**src/sv/mrc_pkg.sv**
```systemverilog
package mrc_pkg;

    // CRC-16 start value and reflected polynomial
    localparam logic [15:0] CRC_INIT = 16'hFFFF;
    localparam logic [15:0] CRC_POLY = 16'hA001;

    // Function code flag that marks an exception response
    localparam logic [7:0] EXC_FLAG = 8'h80;

    // Result word kinds
    localparam logic KIND_REG    = 1'b0;
    localparam logic KIND_STATUS = 1'b1;

    typedef enum logic [2:0] {
        ST_OK        = 3'd0,
        ST_SHORT     = 3'd1,
        ST_CRC       = 3'd2,
        ST_EXCEPTION = 3'd3,
        ST_BAD_FUNC  = 3'd4,
        ST_BAD_COUNT = 3'd5,
        ST_ODD_COUNT = 3'd6
    } status_t;

    // One queue entry: what one accepted byte produced
    typedef struct packed {
        logic        has_reg;
        logic [6:0]  reg_index;
        logic [15:0] reg_value;
        logic        has_status;
        status_t     status;
        logic [7:0]  exc_code;
    } entry_t;

    // Byte-wide CRC-16 step, unrolled over the eight bits
    function automatic logic [15:0] crc_byte(input logic [15:0] crc_in,
                                             input logic [7:0] data);
        logic [15:0] c;
        c = crc_in ^ {8'h00, data};
        for (int i = 0; i < 8; i++) begin
            c = c[0] ? ((c >> 1) ^ CRC_POLY) : (c >> 1);
        end
        return c;
    endfunction

endpackage

```
**src/sv/mrc_front.sv**
```systemverilog
module mrc_front #(
    parameter int MAX_FRAME = 260
) (
    input  logic             aclk,
    input  logic             aresetn,
    input  logic             cfg_valid,
    input  logic [7:0]       cfg_data,
    input  logic             s_valid,
    output logic             s_ready,
    input  logic [7:0]       s_byte_in,
    input  logic             s_end_of_frame,
    input  logic             q_full,
    output logic             q_push,
    output mrc_pkg::entry_t  q_entry
);

    localparam int PosW = $clog2(MAX_FRAME + 1);
    localparam logic [PosW-1:0] PosMax = PosW'(MAX_FRAME);

    logic [7:0]      exp_func_reg, exp_func_next;
    logic [7:0]      d0_reg, d0_next;
    logic [7:0]      d1_reg, d1_next;
    logic [15:0]     crc_reg, crc_next;
    logic [PosW-1:0] pos_reg, pos_next;
    logic [7:0]      func_reg, func_next;
    logic [7:0]      count_reg, count_next;
    logic [7:0]      high_reg, high_next;
    logic [6:0]      reg_cnt_reg, reg_cnt_next;

    logic             accept;
    logic [9:0]       pos_w;
    logic [9:0]       count_w;
    logic [15:0]      crc_cur;
    logic [15:0]      rx_crc;
    logic             in_window;
    logic             is_reg;
    mrc_pkg::status_t status;
    logic [7:0]       exc_code;

    assign s_ready = !q_full;
    assign accept  = s_valid && !q_full;

    // Classify the byte and check the frame on its last byte
    always_comb begin
        pos_w     = 10'(pos_reg);
        count_w   = 10'(count_reg);
        crc_cur   = (pos_reg >= PosW'(2)) ? mrc_pkg::crc_byte(crc_reg, d1_reg) : crc_reg;
        rx_crc    = {s_byte_in, d0_reg};
        in_window = pos_reg < PosMax;
        is_reg    = in_window && (pos_w >= 10'd4) && !pos_reg[0]
                    && (pos_w <= count_w + 10'd2);

        exc_code = 8'h00;
        if (pos_w < 10'd4) begin
            status = mrc_pkg::ST_SHORT;
        end else if (crc_cur != rx_crc) begin
            status = mrc_pkg::ST_CRC;
        end else if (func_reg == (exp_func_reg | mrc_pkg::EXC_FLAG)) begin
            status   = mrc_pkg::ST_EXCEPTION;
            exc_code = count_reg;
        end else if (func_reg != exp_func_reg) begin
            status = mrc_pkg::ST_BAD_FUNC;
        end else if ((count_reg == 8'h00) || !in_window || (pos_w != count_w + 10'd4)) begin
            status = mrc_pkg::ST_BAD_COUNT;
        end else if (count_reg[0]) begin
            status = mrc_pkg::ST_ODD_COUNT;
        end else begin
            status = mrc_pkg::ST_OK;
        end
    end

    // Post a queue entry when the byte yields a register or ends the frame
    always_comb begin
        q_push             = accept && (is_reg || s_end_of_frame);
        q_entry.has_reg    = is_reg;
        q_entry.reg_index  = reg_cnt_reg;
        q_entry.reg_value  = {high_reg, s_byte_in};
        q_entry.has_status = s_end_of_frame;
        q_entry.status     = status;
        q_entry.exc_code   = exc_code;
    end

    // Advance the frame state
    always_comb begin
        exp_func_next = cfg_valid ? cfg_data : exp_func_reg;
        d0_next       = d0_reg;
        d1_next       = d1_reg;
        crc_next      = crc_reg;
        pos_next      = pos_reg;
        func_next     = func_reg;
        count_next    = count_reg;
        high_next     = high_reg;
        reg_cnt_next  = reg_cnt_reg;
        if (accept) begin
            if (s_end_of_frame) begin
                d0_next      = 8'h00;
                d1_next      = 8'h00;
                crc_next     = mrc_pkg::CRC_INIT;
                pos_next     = '0;
                func_next    = 8'h00;
                count_next   = 8'h00;
                high_next    = 8'h00;
                reg_cnt_next = 7'd0;
            end else begin
                d1_next  = d0_reg;
                d0_next  = s_byte_in;
                crc_next = crc_cur;
                if (in_window) begin
                    pos_next = pos_reg + PosW'(1);
                    if (pos_reg == PosW'(1)) begin
                        func_next = s_byte_in;
                    end else if (pos_reg == PosW'(2)) begin
                        count_next = s_byte_in;
                    end else if (pos_reg[0]) begin
                        high_next = s_byte_in;
                    end
                end
                if (is_reg) begin
                    reg_cnt_next = reg_cnt_reg + 7'd1;
                end
            end
        end
    end

    always_ff @(posedge aclk) begin
        if (!aresetn) begin
            exp_func_reg <= 8'd3;
            d0_reg       <= 8'h00;
            d1_reg       <= 8'h00;
            crc_reg      <= mrc_pkg::CRC_INIT;
            pos_reg      <= '0;
            func_reg     <= 8'h00;
            count_reg    <= 8'h00;
            high_reg     <= 8'h00;
            reg_cnt_reg  <= 7'd0;
        end else begin
            exp_func_reg <= exp_func_next;
            d0_reg       <= d0_next;
            d1_reg       <= d1_next;
            crc_reg      <= crc_next;
            pos_reg      <= pos_next;
            func_reg     <= func_next;
            count_reg    <= count_next;
            high_reg     <= high_next;
            reg_cnt_reg  <= reg_cnt_next;
        end
    end

endmodule

```
**config.mk**
```make
export PLATFORM = sky130hd
export DESIGN_NAME = mrc_front
export DESIGN_NICKNAME = d
export VERILOG_FILES = /design/src/sv/mrc_pkg.sv /design/src/sv/mrc_front.sv
export SDC_FILE = /design/constraint.sdc
export NUM_CORES = 1
export LEC_CHECK = 0
export BUFFER_PORTS_ARGS = -buffer_cell sky130_fd_sc_hd__clkbuf_2
export CORE_MARGIN = 2
export CORE_UTILIZATION = 50
export DETAILED_ROUTE_END_ITERATION = 6
export MAX_ROUTING_LAYER = met4
export PLACE_DENSITY = 0.8
export SYNTH_ARGS = -nofsm -noshare
export SYNTH_HDL_FRONTEND = slang
export SYNTH_SLANG_ARGS = --single-unit
```
**constraint.sdc**
```tcl
create_clock -name aclk -period 4.22 [get_ports aclk]
set_input_delay 0.633 -clock aclk [delete_from_list [all_inputs] [get_ports aclk]]
set_output_delay 0.633 -clock aclk [all_outputs]
set_load 0.005 [all_outputs]
```
---- Yosys cells after proc, flatten, opt, wreduce, memory -nomap -nowiden ----
Cells that the tools add are included.
storage, ports and cells
  flip-flop bits (word level) ............. 80
  output and inout port bits .............. 38
cells by class
  equal/unequal tests ..................... 8
  reductions and logical operators ........ 22
  multiplexer cells ....................... 37
  bitwise gates (word level) .............. 9
  order comparisons ....................... 5
  add/subtract/negate cells ............... 4
operators by type and width
  cell                                                                                 count
  16-bit 2-to-1 mux                                                                    10
  8-bit 2-to-1 mux                                                                     17
  2-bit NOT with 3-bit output                                                          8
  3-bit 2-to-1 mux                                                                     6
  9-bit 2-to-1 mux                                                                     2
  16-bit inequality test                                                               1
  16-bit by 8-bit XOR with 16-bit output                                               1
  7-bit 2-to-1 mux                                                                     2
  2-bit nonzero test                                                                   5
  8-bit by 2-bit adder with 9-bit output, second input constant                        1
  8-bit by 3-bit adder with 9-bit output, second input constant                        1
  9-bit by 1-bit adder with 9-bit output, second input constant                        1
  9-bit by 1-bit == test with 1-bit output, second input constant                      1
  9-bit by 2-bit == test with 1-bit output, second input constant                      1
  9-bit by 2-bit greater-or-equal comparator with 1-bit output, second input constant  1
  9-bit by 3-bit greater-or-equal comparator with 1-bit output, second input constant  1
  9-bit <= comparator                                                                  1
  9-bit by 3-bit < comparator with 1-bit output, second input constant                 1
  9-bit < comparator, second input constant                                            1
  9-bit inequality test                                                                1
  8-bit == test                                                                        1
  8-bit logical NOT                                                                    1
  8-bit inequality test                                                                1
  7-bit by 1-bit adder with 7-bit output, second input constant                        1
  other kinds (8)                                                                      18

---- Longest topological paths before layout ----
  depth after elaboration ................. 21
  gate-level depth with buffers ........... 13

---- Worst setup path after synthesis ----
Ideal clock, no wire load.
  path kind ............................... register to output
  start point ............................. register pos_reg[3]
  end point ............................... output port q_entry[0] (netlist bit)
  arrival time ............................ 2.916 ns
  setup slack ............................. 0.671 ns
  data required time ...................... 3.587 ns
  cell stages (with the launch flop) ...... 13
  cells stage by stage .................... dfxtp_1 -> buf_6 -> or4_4 -> or4_1 -> buf_6 -> buf_6 -> mux2i_1 -> xor2_1 -> nand4_1 -> nor4_1 -> nand4_1 -> buf_2 -> nor3_1
RTL lines
  what                    RTL line          RTL
  start, declared         mrc_front.sv:24   logic [PosW-1:0] pos_reg, pos_next;
  start signal, assigned  mrc_front.sv:141  pos_reg <= pos_next;
  end, declared           mrc_front.sv:14   output mrc_pkg::entry_t q_entry

==> impl_metrics.tcl <==
set metrics [dict create \
    grt_pass1_vias 3665 \
    fp-row-count 34 \
    end_kind "output port" \
    fin_cells 695 \
    syn_nets 573 \
    fin_nets 621 \
    drv_slew 0 \
    worst_hold_path_type "reg2reg" \
    largest_register_ffs 16 \
    postPlaceCellArea_um2 4830 \
    maxCapViolCount 0 \
    clockBufferDepth 2 \
    worst_setup_hold_path_clk_slew_ns 0.08 \
    syn-cell-area_um2 4550 \
    antenna_cells 0 \
    cellLeakagePower_nw 2.11 \
    initial_core_util_pct 51.9 \
    dp_hpwl_um 7800 \
    pin_count 60 \
    grt_usage_pct 23.3 \
    insertion_delay_ns 0.35 \
    die_y_um 99.3 \
    rsz0062_at_grt "true" \
    dr_total_vias 3916 \
    area_growth_pct 14.1 \
    power.density_nw_per_um2 278 \
    clock_sinks 80 \
    fin_area_um2 5180 \
    setup_viol 0 \
    drc 0 \
    critPathKind "reg2out" \
    worstPathRequired_ns 3.59 \
    async_flop_share_pct 0 \
    overflow 0 \
    synthCells 535 \
    hold_viol_final 0 \
    layout-drive-gt1-share_pct 18.4 \
    startpoint_type "register" \
    ys_seq_area_share_pct 35.2 \
    dieWidth_um 99.3 \
    maxSlewHeadroom_pct 39.7 \
    htree_levels 3 \
    drt_pass1_iterations 5 \
    antenna_found_initial 0 \
    ys_dominant_reg_cell "dfxtp_1" \
    path_max_fanout 8 \
    slowest_stage "or4_4" \
    cts_inserted_buffers 9 \
    die_area_um2 9870 \
    post-route-util_pct 59.2 \
    syn_avg_cell_area_um2 8.50 \
    yosys_warnings 0 \
    worst_clock_skew_ns 0.0119 \
    period_minus_slack_ns 4.14 \
    synth_edf_count 0 \
    arrival_ns 3.50 \
    crit_chain "or4_4, or4_4, buf_12, mux2i_1, xor2_1, nand4_1, nor4_2, nand4_1, buf_6, buf_6, nor3_1, buf_2" \
    outcome "finished clean" \
    synth_cell_types 41 \
    clockRootBuffer "clkbuf_8" \
    min_period_over_period_pct 98.0 \
    cts_tree "yes" \
    worst_pin_slew_ns 0.901 \
    dp_cells 673 \
    synth_seq_cells 80 \
    irDropWorstVdd_v 0.000169 \
    max_clock_freq_mhz 242 \
    ant_nets 0 \
    gp_congestion 0.964 \
    coreArea_um2 8760 \
    grt_pass1_wl_um 17900 \
    max_stage_delay_ns 0.54 \
    numPortBuffers 59 \
    drtIter0Drc 261 \
    grt_max_degree 45 \
    viasPerCell 5.63 \
    routed_wl_um 11300 \
    final.setup.tns_ns 0 \
    wire_per_inst_um 16.2 \
]
[timing repair]
| item | in CTS | in global routing |
|---|---|---|
| buffers inserted | 2 | 3 |
| resized for setup | 4 | 31 |
| setup endpoints to repair | 10 | 11 |
| gates cloned | 1 | 1 |
| hold buffers | 0 | 0 |
| pin swaps | 1 | 9 |
[through the flow]
stage	power [mW]	worst slack, ns	hold WS (ns)
after CTS	1.44	0.00600	0.472
after floorplan	0.890	0.671	0.448
after detailed placement	0.928	0.265	0.462
after global placement	0.924	0.363	0.457
final	1.44	0.0836	0.476
after global routing	1.49	-0.0923	0.495
[power breakdown]
group	total, mW	switching [mW]	internal, mW
logic	0.137	0.0791	0.0579
clock network	0.523	0.291	0.232
registers	0.779	0.0130	0.766
total	1.44	0.383	1.06
[placed cells by master (no fill, tap or decap), types with 4 or more instances in the layout]
cell      netlist  layout
a22oi_1         8       8
a21boi_0        9       9
buf_4          10       9
nand4_1        15      15
xor2_1         25      25
dfxtp_2         0       4
clkbuf_8        0      10
a21oi_1        26      26
nand3_1        11      11
clkbuf_2        0      50
nor3_1         10       5
nor2b_1        43      43
or3_1           8       7
xnor2_1        37      37
ha_1           16      16
o211ai_1        5       5
inv_1          16      16
mux2i_1        37      35
o21ai_0        21      21
dfxtp_1        80      75
nor4_1          7       6
buf_2           1       9
nor2_1         40      40
nand2_1        59      59
nor3_2          0       5
and3_1          5       5
[path summary, 6_finish.rpt]
| kind | from | endpoint | slack [ns] | cells past startpoint |
|---|---|---|---|---|
| min reg2reg | d1_reg[3]$_SDFFE_PN0P_ | d1_reg[3]$_SDFFE_PN0P_ | 0.48 | 2 |
| min | d1_reg[3]$_SDFFE_PN0P_ | d1_reg[3]$_SDFFE_PN0P_ | 0.48 | 2 |
| max reg2reg | pos_reg[4]$_SDFFE_PN0P_ | high_reg[2]$_SDFFE_PN0P_ | 1.19 | 7 |
| max | pos_reg[4]$_SDFFE_PN0P_ | q_entry[5] | 0.08 | 12 |
[metal layers]
metal / wire (µm) / global-route usage, %
met3: 613 / 3.87
met4: 252 / 7.59
met1: 5060 / 29.6
met5: 0 / -
met2: 5370 / 37.8
[synth_stat cells, types with 2 or more instances]
master / number / area share (%)
a22oi_1: 8 / 1.3
and2_1: 2 / 0.28
and3_1: 5 / 0.69
o21ai_1: 2 / 0.22
o21ai_0: 21 / 2.3
xnor3_1: 3 / 1.5
buf_6: 3 / 0.74
xor2_1: 25 / 4.8
ha_1: 16 / 4.4
a21oi_1: 26 / 2.9
buf_4: 10 / 1.7
or3_1: 8 / 1.1
nor4_1: 7 / 0.96
a21o_1: 2 / 0.33
inv_1: 16 / 1.3
nand2_1: 59 / 4.9
mux2i_1: 37 / 8.1
xnor2_1: 37 / 7.1
nand3_1: 11 / 1.2
o211ai_1: 5 / 0.83
a21boi_0: 9 / 1.5
nor3_1: 10 / 1.1
nor2b_1: 43 / 5.9
clkbuf_1: 19 / 1.6
nand4_1: 15 / 2.1
buf_1: 3 / 0.25
nor2_1: 40 / 3.3
dfxtp_1: 80 / 35
[area by class of cell]
cell class	instances	area, µm²
inverters	16	60.1
fillers	781	3580
clock buffers	10	138
well taps	108	135
flip-flops and latches	80	1610
repair buffers	73	442
multi-input cells	403	2760
clock inverters	5	40.0
[kinds of logic after synthesis]
| family | Yosys count | synth area share, % |
|---|---|---|
| buf+inv | 52 | 5.64 |
| flops | 80 | 35.2 |
| compound gates | 81 | 10.9 |
| fa+ha+maj | 16 | 4.40 |
| simple gates | 204 | 22.2 |
| mux | 37 | 8.15 |
| xor+xnor | 65 | 13.4 |
[worst max-delay path, delay by kind of cell (launching register included)]
kind                   cells  cell delay (ns)
buffers and inverters      4             0.60
XOR/XNOR                   1             0.19
flip-flops                 1             0.33
multiplexers               1             0.17
AND/OR/NAND/NOR            6             1.86
Note: power is estimated with default switching activity, not from simulation.
